**config.mk**
```make
export PLATFORM = sky130hd
export DESIGN_NAME = session_key_response_parser_flat
export DESIGN_NICKNAME = d
export VERILOG_FILES = /design/src/hw/rtl/skr_pkg.sv /design/src/hw/rtl/skr_in_if.sv /design/src/hw/rtl/skr_out_if.sv /design/src/hw/rtl/skr_core.sv /design/src/hw/rtl/skr_outq.sv /design/src/hw/rtl/session_key_response_parser.sv /design/src/flat_wrapper.sv
export SDC_FILE = /design/constraint.sdc
export NUM_CORES = 1
export LEC_CHECK = 0
export BUFFER_PORTS_ARGS = -buffer_cell sky130_fd_sc_hd__buf_2
export CAP_MARGIN = 5
export CORE_ASPECT_RATIO = 1.1
export CORE_MARGIN = 5
export CORE_UTILIZATION = 39
export CTS_BUF_LIST = sky130_fd_sc_hd__clkbuf_8
export DETAILED_ROUTE_END_ITERATION = 12
export GPL_ROUTABILITY_DRIVEN = 0
export PLACE_DENSITY = 0.53
export SETUP_SLACK_MARGIN = 0.05
export SLEW_MARGIN = 20
export SYNTH_ARGS = -nofsm -noshare
export SYNTH_HDL_FRONTEND = slang
export SYNTH_SLANG_ARGS = --single-unit
```
**constraint.sdc**
```tcl
create_clock -name clk_i -period 11.7 [get_ports clk_i]
set_clock_uncertainty 0.05 [all_clocks]
set_input_delay 2.34 -clock clk_i [delete_from_list [all_inputs] [get_ports clk_i]]
set_output_delay 2.34 -clock clk_i [all_outputs]
set_load 0.02 [all_outputs]
```
**src/hw/rtl/skr_pkg.sv**
```systemverilog
// Shared types and constants for the session-key response parser.
`default_nettype none
package skr_pkg;

  localparam int unsigned MaxKeysDefault      = 16;
  localparam int unsigned MaxSpecBytesDefault = 255;

  localparam int unsigned NonceBytes  = 8;
  localparam int unsigned CountBytes  = 4;
  localparam int unsigned IdBytes     = 8;
  localparam int unsigned ExpiryBytes = 6;
  localparam int unsigned RelBytes    = 6;
  localparam int unsigned VarintMaxGroups = 5;

  typedef enum logic [3:0] {
    KindNonce    = 4'd0,
    KindSpecByte = 4'd1,
    KindKeyCount = 4'd2,
    KindKeyId    = 4'd3,
    KindRelValid = 4'd4,
    KindCipher   = 4'd5,
    KindMac      = 4'd6,
    KindDone     = 4'd7,
    KindError    = 4'd8
  } field_kind_e;

  typedef enum logic [2:0] {
    ErrNone       = 3'd0,
    ErrVarint     = 3'd1,
    ErrSpecLong   = 3'd2,
    ErrTooMany    = 3'd3,
    ErrEarlyEnd   = 3'd4
  } err_code_e;

  typedef struct packed {
    field_kind_e field_kind;
    logic [63:0] field_value;
    logic [3:0]  key_number;
    logic [7:0]  byte_number;
    err_code_e   error_code;
    logic        run_last;
  } skr_result_t;

  // Results produced by one accepted beat, first slot used first.
  typedef struct packed {
    logic [1:0]  count;
    skr_result_t res0;
    skr_result_t res1;
  } skr_push_t;

endpackage
`default_nettype wire

```
**src/hw/rtl/skr_in_if.sv**
```systemverilog
// Input byte channel.
`default_nettype none
interface skr_in_if;
  logic       valid;
  logic       ready;
  logic [7:0] in_byte;
  logic       in_last;

  modport source (output valid, output in_byte, output in_last, input ready);
  modport sink (input valid, input in_byte, input in_last, output ready);
endinterface
`default_nettype wire

```
**src/hw/rtl/skr_out_if.sv**
```systemverilog
// Result channel.
`default_nettype none
interface skr_out_if;
  logic        valid;
  logic        ready;
  logic [3:0]  field_kind;
  logic [63:0] field_value;
  logic [3:0]  key_number;
  logic [7:0]  byte_number;
  logic [2:0]  error_code;
  logic        run_last;

  modport source (output valid, output field_kind, output field_value, output key_number,
                  output byte_number, output error_code, output run_last, input ready);
  modport sink (input valid, input field_kind, input field_value, input key_number,
                input byte_number, input error_code, input run_last, output ready);
endinterface
`default_nettype wire

```
**src/hw/rtl/skr_core.sv**
```systemverilog
// Parse state and per-byte decode; yields up to two results per beat.
`default_nettype none
module skr_core
  import skr_pkg::*;
#(
  parameter int unsigned MAX_KEYS       = MaxKeysDefault,
  parameter int unsigned MAX_SPEC_BYTES = MaxSpecBytesDefault
) (
  input  wire logic      clk_i,
  input  wire logic      rst_ni,
  input  wire logic      beat_i,
  input  wire logic [7:0] byte_i,
  input  wire logic      last_i,
  output skr_push_t      push_o
);

  localparam int unsigned KeyCntW = $clog2(MAX_KEYS + 1);

  typedef enum logic [3:0] {
    PhNonce   = 4'd0,
    PhSpecLen = 4'd1,
    PhSpec    = 4'd2,
    PhCount   = 4'd3,
    PhId      = 4'd4,
    PhExpiry  = 4'd5,
    PhRel     = 4'd6,
    PhCLen    = 4'd7,
    PhCipher  = 4'd8,
    PhMLen    = 4'd9,
    PhMac     = 4'd10
  } phase_e;

  phase_e             phase_q, phase_d;
  logic [7:0]         bcnt_q, bcnt_d;
  logic [63:0]        acc_q, acc_d;
  logic [2:0]         grp_q, grp_d;
  logic [7:0]         srem_q, srem_d;
  logic [KeyCntW-1:0] krem_q, krem_d;
  logic [3:0]         kidx_q, kidx_d;
  logic               halt_q, halt_d;

  logic [63:0]        acc_shift;
  logic [7:0]         bcnt_inc;
  logic [7:0]         srem_dec;
  logic [KeyCntW-1:0] krem_dec;
  logic [34:0]        vlen;
  logic [31:0]        kcnt;
  logic               has_data, has_term, done, finished;
  err_code_e          err;
  skr_result_t        data_r, term_r;

  assign acc_shift = {acc_q[55:0], byte_i};
  assign bcnt_inc  = bcnt_q + 8'd1;
  assign srem_dec  = (srem_q != 8'd0) ? srem_q - 8'd1 : srem_q;
  assign krem_dec  = (krem_q != '0) ? krem_q - KeyCntW'(1) : krem_q;
  assign vlen      = acc_q[34:0] | (35'(byte_i[6:0]) << (7 * grp_q));
  assign kcnt      = acc_shift[31:0];

  always_comb begin
    phase_d  = phase_q;
    bcnt_d   = bcnt_q;
    acc_d    = acc_q;
    grp_d    = grp_q;
    srem_d   = srem_q;
    krem_d   = krem_q;
    kidx_d   = kidx_q;
    halt_d   = halt_q;
    has_data = 1'b0;
    has_term = 1'b0;
    done     = 1'b0;
    err      = ErrNone;
    finished = 1'b0;
    data_r   = '{field_kind: KindNonce, field_value: '0, key_number: '0,
                 byte_number: '0, error_code: ErrNone, run_last: 1'b0};
    term_r   = '{field_kind: KindDone, field_value: '0, key_number: '0,
                 byte_number: '0, error_code: ErrNone, run_last: 1'b1};

    if (halt_q) begin
      if (last_i) begin
        phase_d = PhNonce;
        bcnt_d  = '0;
        acc_d   = '0;
        grp_d   = '0;
        srem_d  = '0;
        krem_d  = '0;
        kidx_d  = '0;
        halt_d  = 1'b0;
      end
    end else begin
      case (phase_q)
        PhNonce: begin
          acc_d  = acc_shift;
          bcnt_d = bcnt_inc;
          if (bcnt_inc >= 8'(NonceBytes)) begin
            bcnt_d   = '0;
            has_data = 1'b1;
            data_r.field_kind  = KindNonce;
            data_r.field_value = acc_shift;
            acc_d   = '0;
            grp_d   = '0;
            phase_d = PhSpecLen;
          end
        end
        PhSpecLen: begin
          acc_d = {29'd0, vlen};
          grp_d = grp_q + 3'd1;
          if (!byte_i[7]) begin
            acc_d  = '0;
            grp_d  = '0;
            bcnt_d = '0;
            if (vlen > 35'(MAX_SPEC_BYTES)) begin
              err = ErrSpecLong;
            end else if (vlen == '0) begin
              phase_d = PhCount;
            end else begin
              srem_d  = vlen[7:0];
              phase_d = PhSpec;
            end
          end else if (grp_d >= 3'(VarintMaxGroups)) begin
            err = ErrVarint;
          end
        end
        PhSpec: begin
          has_data = 1'b1;
          data_r.field_kind  = KindSpecByte;
          data_r.field_value = 64'(byte_i);
          data_r.byte_number = bcnt_q;
          bcnt_d = bcnt_inc;
          srem_d = srem_dec;
          if (srem_dec == 8'd0) begin
            bcnt_d  = '0;
            acc_d   = '0;
            phase_d = PhCount;
          end
        end
        PhCount: begin
          acc_d  = acc_shift;
          bcnt_d = bcnt_inc;
          if (bcnt_inc >= 8'(CountBytes)) begin
            bcnt_d   = '0;
            has_data = 1'b1;
            data_r.field_kind  = KindKeyCount;
            data_r.field_value = 64'(kcnt);
            acc_d = '0;
            if (kcnt > 32'(MAX_KEYS)) begin
              err = ErrTooMany;
            end else if (kcnt == '0) begin
              done = 1'b1;
            end else begin
              krem_d  = kcnt[KeyCntW-1:0];
              kidx_d  = '0;
              phase_d = PhId;
            end
          end
        end
        PhId: begin
          acc_d  = acc_shift;
          bcnt_d = bcnt_inc;
          if (bcnt_inc >= 8'(IdBytes)) begin
            bcnt_d   = '0;
            has_data = 1'b1;
            data_r.field_kind  = KindKeyId;
            data_r.field_value = acc_shift;
            data_r.key_number  = kidx_q;
            acc_d   = '0;
            phase_d = PhExpiry;
          end
        end
        PhExpiry: begin
          acc_d  = acc_shift;
          bcnt_d = bcnt_inc;
          if (bcnt_inc >= 8'(ExpiryBytes)) begin
            bcnt_d  = '0;
            acc_d   = '0;
            phase_d = PhRel;
          end
        end
        PhRel: begin
          acc_d  = acc_shift;
          bcnt_d = bcnt_inc;
          if (bcnt_inc >= 8'(RelBytes)) begin
            bcnt_d   = '0;
            has_data = 1'b1;
            data_r.field_kind  = KindRelValid;
            data_r.field_value = {16'd0, acc_shift[47:0]};
            data_r.key_number  = kidx_q;
            acc_d   = '0;
            phase_d = PhCLen;
          end
        end
        PhCLen: begin
          bcnt_d = '0;
          if (byte_i == 8'd0) begin
            phase_d = PhMLen;
          end else begin
            srem_d  = byte_i;
            phase_d = PhCipher;
          end
        end
        PhCipher: begin
          has_data = 1'b1;
          data_r.field_kind  = KindCipher;
          data_r.field_value = 64'(byte_i);
          data_r.key_number  = kidx_q;
          data_r.byte_number = bcnt_q;
          bcnt_d = bcnt_inc;
          srem_d = srem_dec;
          if (srem_dec == 8'd0) begin
            bcnt_d  = '0;
            phase_d = PhMLen;
          end
        end
        PhMLen: begin
          bcnt_d = '0;
          if (byte_i == 8'd0) begin
            krem_d  = krem_dec;
            kidx_d  = kidx_q + 4'd1;
            phase_d = PhId;
            acc_d   = '0;
            done    = (krem_dec == '0);
          end else begin
            srem_d  = byte_i;
            phase_d = PhMac;
          end
        end
        PhMac: begin
          has_data = 1'b1;
          data_r.field_kind  = KindMac;
          data_r.field_value = 64'(byte_i);
          data_r.key_number  = kidx_q;
          data_r.byte_number = bcnt_q;
          bcnt_d = bcnt_inc;
          srem_d = srem_dec;
          if (srem_dec == 8'd0) begin
            krem_d  = krem_dec;
            kidx_d  = kidx_q + 4'd1;
            phase_d = PhId;
            bcnt_d  = '0;
            acc_d   = '0;
            done    = (krem_dec == '0);
          end
        end
        default: begin
          phase_d = PhNonce;
          bcnt_d  = '0;
          acc_d   = '0;
          grp_d   = '0;
          srem_d  = '0;
          krem_d  = '0;
          kidx_d  = '0;
        end
      endcase

      if (err != ErrNone) begin
        has_term = 1'b1;
        term_r.field_kind = KindError;
        term_r.error_code = err;
      end else if (done) begin
        has_term = 1'b1;
      end else if (last_i) begin
        has_term = 1'b1;
        term_r.field_kind = KindError;
        term_r.error_code = ErrEarlyEnd;
      end
      finished = has_term;

      if (finished) begin
        if (last_i) begin
          phase_d = PhNonce;
          bcnt_d  = '0;
          acc_d   = '0;
          grp_d   = '0;
          srem_d  = '0;
          krem_d  = '0;
          kidx_d  = '0;
          halt_d  = 1'b0;
        end else begin
          halt_d = 1'b1;
        end
      end
    end

    data_r.run_last = !has_term;
    push_o.count = beat_i ? (2'(has_data) + 2'(has_term)) : 2'd0;
    push_o.res0  = has_data ? data_r : term_r;
    push_o.res1  = term_r;
  end

  always_ff @(posedge clk_i or negedge rst_ni) begin
    if (!rst_ni) begin
      phase_q <= PhNonce;
      bcnt_q  <= '0;
      acc_q   <= '0;
      grp_q   <= '0;
      srem_q  <= '0;
      krem_q  <= '0;
      kidx_q  <= '0;
      halt_q  <= 1'b0;
    end else if (beat_i) begin
      phase_q <= phase_d;
      bcnt_q  <= bcnt_d;
      acc_q   <= acc_d;
      grp_q   <= grp_d;
      srem_q  <= srem_d;
      krem_q  <= krem_d;
      kidx_q  <= kidx_d;
      halt_q  <= halt_d;
    end
  end

endmodule
`default_nettype wire

```
**src/hw/rtl/skr_outq.sv**
```systemverilog
// Four-entry result queue; takes up to two results a cycle, gives one while ready_i is high.
`default_nettype none
module skr_outq
  import skr_pkg::*;
(
  input  wire logic      clk_i,
  input  wire logic      rst_ni,
  input  wire skr_push_t push_i,
  output logic           space_o,
  output logic           valid_o,
  input  wire logic      ready_i,
  output skr_result_t    head_o
);

  skr_result_t mem_q [4];
  logic [1:0]  wptr_q, rptr_q;
  logic [2:0]  cnt_q, cnt_d;
  logic        pop;

  assign valid_o = (cnt_q != 3'd0);
  assign space_o = (cnt_q <= 3'd2);
  assign head_o  = mem_q[rptr_q];
  assign pop     = valid_o && ready_i;
  assign cnt_d   = cnt_q + 3'(push_i.count) - 3'(pop);

  always_ff @(posedge clk_i) begin
    if (push_i.count != 2'd0) begin
      mem_q[wptr_q] <= push_i.res0;
    end
    if (push_i.count == 2'd2) begin
      mem_q[wptr_q + 2'd1] <= push_i.res1;
    end
  end

  always_ff @(posedge clk_i or negedge rst_ni) begin
    if (!rst_ni) begin
      wptr_q <= '0;
      rptr_q <= '0;
      cnt_q  <= '0;
    end else begin
      wptr_q <= wptr_q + push_i.count;
      rptr_q <= rptr_q + 2'(pop);
      cnt_q  <= cnt_d;
    end
  end

endmodule
`default_nettype wire

```
**src/hw/rtl/session_key_response_parser.sv**
```systemverilog
// Top level of the session-key response parser.
//
//   channel  dir  payload                                   beat
//   in_i     in   in_byte, in_last                          one message byte
//   out_o    out  field_kind/value, key/byte no, err, last  one decoded result
//
// One byte accepted per cycle while in_i.ready is high; its results land in a
// four-entry queue the next cycle and leave one per cycle while out_o.ready is
// high, so a byte's two results leave one after the other. in_i.ready is low while the queue holds three or more.
// Reset clears parse state and the queue; out_o stalls back up the queue and, through in_i.ready, the input.
`default_nettype none
module session_key_response_parser
  import skr_pkg::*;
#(
  parameter int unsigned MAX_KEYS       = MaxKeysDefault,
  parameter int unsigned MAX_SPEC_BYTES = MaxSpecBytesDefault
) (
  input  wire logic clk_i,
  input  wire logic rst_ni,
  skr_in_if.sink    in_i,
  skr_out_if.source out_o
);

  skr_push_t   push;
  skr_result_t head;
  logic        space;
  logic        beat;

  assign in_i.ready = space;
  assign beat       = in_i.valid && space;

  skr_core #(
    .MAX_KEYS       (MAX_KEYS),
    .MAX_SPEC_BYTES (MAX_SPEC_BYTES)
  ) u_core (
    .clk_i  (clk_i),
    .rst_ni (rst_ni),
    .beat_i (beat),
    .byte_i (in_i.in_byte),
    .last_i (in_i.in_last),
    .push_o (push)
  );

  skr_outq u_outq (
    .clk_i   (clk_i),
    .rst_ni  (rst_ni),
    .push_i  (push),
    .space_o (space),
    .valid_o (out_o.valid),
    .ready_i (out_o.ready),
    .head_o  (head)
  );

  assign out_o.field_kind  = head.field_kind;
  assign out_o.field_value = head.field_value;
  assign out_o.key_number  = head.key_number;
  assign out_o.byte_number = head.byte_number;
  assign out_o.error_code  = head.error_code;
  assign out_o.run_last    = head.run_last;

endmodule
`default_nettype wire

```
**src/flat_wrapper.sv**
```systemverilog
// flat-port wrapper written by rule: the top's interface ports become plain ports
module session_key_response_parser_flat import skr_pkg::*;
#(
  parameter int unsigned MAX_KEYS       = MaxKeysDefault,
  parameter int unsigned MAX_SPEC_BYTES = MaxSpecBytesDefault
)
  (clk_i, rst_ni, in_i_valid, in_i_in_byte, in_i_in_last, in_i_ready, out_o_valid, out_o_field_kind, out_o_field_value, out_o_key_number, out_o_byte_number, out_o_error_code, out_o_run_last, out_o_ready);
  skr_in_if in_i_i ();
  skr_out_if out_o_i ();
  input  wire logic clk_i;
  input  wire logic rst_ni;
  input wire logic [$bits(in_i_i.valid)-1:0] in_i_valid;
  input wire logic [$bits(in_i_i.in_byte)-1:0] in_i_in_byte;
  input wire logic [$bits(in_i_i.in_last)-1:0] in_i_in_last;
  output wire logic [$bits(in_i_i.ready)-1:0] in_i_ready;
  output wire logic [$bits(out_o_i.valid)-1:0] out_o_valid;
  output wire logic [$bits(out_o_i.field_kind)-1:0] out_o_field_kind;
  output wire logic [$bits(out_o_i.field_value)-1:0] out_o_field_value;
  output wire logic [$bits(out_o_i.key_number)-1:0] out_o_key_number;
  output wire logic [$bits(out_o_i.byte_number)-1:0] out_o_byte_number;
  output wire logic [$bits(out_o_i.error_code)-1:0] out_o_error_code;
  output wire logic [$bits(out_o_i.run_last)-1:0] out_o_run_last;
  input wire logic [$bits(out_o_i.ready)-1:0] out_o_ready;
  assign in_i_i.valid = in_i_valid;
  assign in_i_i.in_byte = in_i_in_byte;
  assign in_i_i.in_last = in_i_in_last;
  assign in_i_ready = in_i_i.ready;
  assign out_o_valid = out_o_i.valid;
  assign out_o_field_kind = out_o_i.field_kind;
  assign out_o_field_value = out_o_i.field_value;
  assign out_o_key_number = out_o_i.key_number;
  assign out_o_byte_number = out_o_i.byte_number;
  assign out_o_error_code = out_o_i.error_code;
  assign out_o_run_last = out_o_i.run_last;
  assign out_o_i.ready = out_o_ready;
  session_key_response_parser #(.MAX_KEYS(MAX_KEYS), .MAX_SPEC_BYTES(MAX_SPEC_BYTES)) u_core (.clk_i(clk_i), .rst_ni(rst_ni), .in_i(in_i_i), .out_o(out_o_i));
endmodule
```
==> reports/summary.log <==
INFO  floorplan      floorplan.die_area=52500um^2
INFO  pwr            report.power.total=4250uW
INFO  clocking       h_tree_levels=3
INFO  route          detail_route.wirelength=57400um
INFO  place          placed_cell_areas=19600um^2
INFO  route          detail_route.wl_per_cell=23.0um
INFO  floorplan      floorplan_core_area=47600um^2
INFO  finish         fin_util=44.6%
INFO  route          drt_drc_violations_left=0
INFO  grt            grt_start_max_net_pins=78
INFO  sta            setup-tns-final=0ps
INFO  synthesis      synth.area.mux_share=10.4%
INFO  clocking       cts-hold-fix-buffers=0
INFO  synthesis      synth_seq_area_share=50.3%
INFO  place          place.detailed.hpwl=36200um
INFO  sta            max_slew.worst_pin.slew=1150ps
INFO  clocking       cts_resized=0
INFO  synthesis      synth.lib_cells_used.distinct=85
INFO  sta            timing.final.crit_share=55.6%
INFO  critical_path  regToRegStartpoint=u_core.u_core.srem_q[0]
INFO  finish         num-fill-cells=4504
INFO  place          port_buffers=98
INFO  grt            wire_length_of_the_first_global_routing_pass=88500um
INFO  synthesis      post_synth_edffs=28
INFO  synthesis      synth_top_family_by_area=compound AO/OA/AOI/OAI gates
INFO  clocking       cts.path.max_buffers=3
INFO  sta            timing.hold.ws=399ps
INFO  sta            hold_violations=0
INFO  sta            maxSlewViolCount=0
INFO  synthesis      yosys.area_share.simple=9.81%
INFO  route          antenna_violating_nets_post_route=0
INFO  finish         finish.instance_area=21200um^2
INFO  clocking       numClockSinks=432
INFO  floorplan      fp-row-count=84
INFO  sta            fin_crit=6510ps
INFO  floorplan      fp.dieW=219um
INFO  clocking       cts_tree=done
INFO  worst_hold_path min_delay_path_depth=2
INFO  clocking       clk_latency=670ps
INFO  critical_path  worstPathRequired=12180ps
INFO  critical_path  regToRegSetupSlack=6280ps
INFO  finish         nets=1812
INFO  worst_hold_path hold_path_sink=u_core.u_outq.mem_q[1][76]
INFO  sta            fmax=154MHz
INFO  critical_path  timing.critical_path.arrival=6980ps
INFO  synthesis      synth-adder-area-share=0.976%
INFO  pwr            leakagePower=0.00838uW
INFO  finish         commonest_non_fill_non_tap_cells_in_the_layout=dfxtp_1, a22o_1, nand2_1
INFO  pwr            vdd.ir_drop.worst=0.0874mV
INFO  clocking       clk_transition_reported_paths=60ps
INFO  worst_hold_path hold_path_class=reg -> reg
INFO  finish         layout.cells.most_common=dfxtp_1
INFO  route          vias=14600
INFO  flow_run       max-cap-violations=0
INFO  floorplan      floorplan.initialDensity=39.3%
INFO  critical_path  timing.critical_path.from_type=input port
INFO  clocking       clock-root-buffer=clkbuf_8
INFO  clocking       post_cts.repair.setup_buffers=0
INFO  synthesis      post_synth.cell_area_avg=10.8um^2
INFO  finish         area_growth_syn_to_layout=13.4%
INFO  run_status     outcome=complete, no violations
INFO  critical_path  path_class=in -> reg
INFO  floorplan      top_level_ports=99
INFO  pwr            areal_power_density_over_the_cells=200nW/um^2
INFO  synthesis      synthesized_area_fraction_occupied_by_ao_oa_aoi_and_oai_cells=23.7%
INFO  synthesis      post_synth_inst_count=1729
INFO  route          first_pass_iters=5
INFO  synthesis      ys_async_sr_fraction=22.2%
INFO  synthesis      syn_area=18700um^2
INFO  grt            via_count_of_the_first_global_routing_pass=14500
INFO  worst_hold_path hp-start=u_core.u_outq.mem_q[1][76]
INFO  critical_path  worst-r2r-cell-count=14
INFO  synthesis      synth_xor_area_share=0.749%
INFO  synthesis      synth_flop_cell=dfxtp_1
INFO  synthesis      synth_warnings=0
INFO  grt            number_of_antenna_violations_at_the_first_check_in_global_routing=2
INFO  route          vias_per_cell=5.86
INFO  critical_path  timing.rr.end=u_core.u_outq.mem_q[2][51]
INFO  finish         layout-drive-gt1-share=19.6%
INFO  floorplan      fp.dieH=240um
INFO  critical_path  path_max_fanout=42
INFO  synthesis      synthesized_netlist_net_count=1756
INFO  clocking       cts_buffers=73
INFO  sta            timing.final.setup_violations=0
INFO  grt            track_usage=21.6%
INFO  grt            grt-ovfl-total=0
INFO  route          drt_iter0_markers=1226
INFO  critical_path  critical_path.endpoint_type=flip-flop
INFO  sta            timing.max_slew.rel_slack=23.4%
INFO  sta            grt_setup_unrepaired=no
INFO  synthesis      yosys_register_bits=432
-- critical path: stages --
cell and delay, ps:
buf_2 240, or4_4 610, or3_1 370, nor2_1 160, a21o_1 320, a22oi_1 160, a41oi_1 330, ha_1 340
nor2_1 100, nor2_1 360, nand2_2 730, buf_4 550, a22o_1 290
-- final cells by class --
cell class              instances  area [um^2]  share of cell area, %
diodes                          1         2.50                 0.0118
clock buffers                  98         1350                   6.36
clock inverters                37          225                   1.06
inverters                      42          158                  0.743
multi-input cells            1114         8580                   40.5
flip-flops and latches        432         9420                   44.4
well taps                     645          807                   3.80
repair buffers                122          677                   3.19
-- metrics by stage --
step	instances	setup slack, ps
floorplan	1729	5680
global placement	2355	4740
detailed placement	2355	4570
CTS	2490	5280
global route	2491	4960
finish	2491	5190
-- power by group --
part	switching, uW	leakage (uW)	internal [uW]	total (uW)
registers	259	0.00405	1630	1880
clock network	635	0.000900	796	1430
logic	560	0.00343	375	935
total	1450	0.00838	2800	4250
-- synthesized netlist by cell type (10+ instances only) --
library cell,number,share of area (%)
edfxtp_1,28,4.5
a21oi_1,48,1.3
nor2b_1,11,0.37
a22o_1,258,12
inv_1,40,0.80
dfrtp_1,96,13
mux4_2,84,10
nor4_1,17,0.57
o21ai_1,16,0.43
nand2_1,176,3.5
nand3_1,19,0.51
dfxtp_1,308,33
buf_1,14,0.28
o21ai_0,146,3.9
a22oi_1,21,0.84
nor3_1,20,0.53
or3_1,10,0.33
buf_2,27,0.72
nor2_1,87,1.7
a21o_1,17,0.68
ha_1,13,0.87
clkbuf_1,89,1.8
nand2b_1,11,0.37
-- logic make-up after synthesis --
logic type      count (synthesis)
buf+inv                       183
simple gates                  394
flops                         432
fa+ha+maj                      14
mux                            89
compound gates                601
xor+xnor                       16
-- state kept, by name, indices dropped and copies added (netlist names) --
signal / cells
u_core.u_outq.mem_q: 336
u_core.u_core.acc_q: 56
u_core.u_core.bcnt_q: 8
u_core.u_core.srem_q: 8
u_core.u_core.krem_q: 5
u_core.u_core.kidx_q: 4
u_core.u_core.phase_q: 4
u_core.u_core.grp_q: 3
u_core.u_outq.cnt_q: 3
u_core.u_outq.rptr_q: 2
u_core.u_outq.wptr_q: 2
u_core.u_core.halt_q: 1
-- worst max path at each step --
| stage | from | endpoint | slack, ps | cells past startpoint |
|---|---|---|---|---|
| after global routing | in_i_in_byte[1] | u_core.u_outq.mem_q[3][81] | 4960 | 13 |
| final | in_i_in_byte[1] | u_core.u_outq.mem_q[2][51] | 5190 | 13 |
| after global placement | in_i_in_byte[1] | u_core.u_outq.mem_q[2][30] | 4740 | 13 |
| after floorplan | in_i_in_byte[0] | u_core.u_outq.mem_q[1][83] | 5680 | 17 |
| after CTS | in_i_in_byte[1] | u_core.u_outq.mem_q[2][51] | 5280 | 13 |
| after detailed placement | in_i_in_byte[1] | u_core.u_outq.mem_q[2][31] | 4570 | 13 |
-- layer usage --
layer | up-vias | wire, um | GRT usage (%)
met5 | - | 7 | 0
met4 | 2 | 1240 | 6.93
met3 | 80 | 3300 | 4.02
met2 | 470 | 27100 | 34.1
met1 | 7370 | 25700 | 30.3
li1 | 6674 | - | -
(Power assumes the default switching activity.)
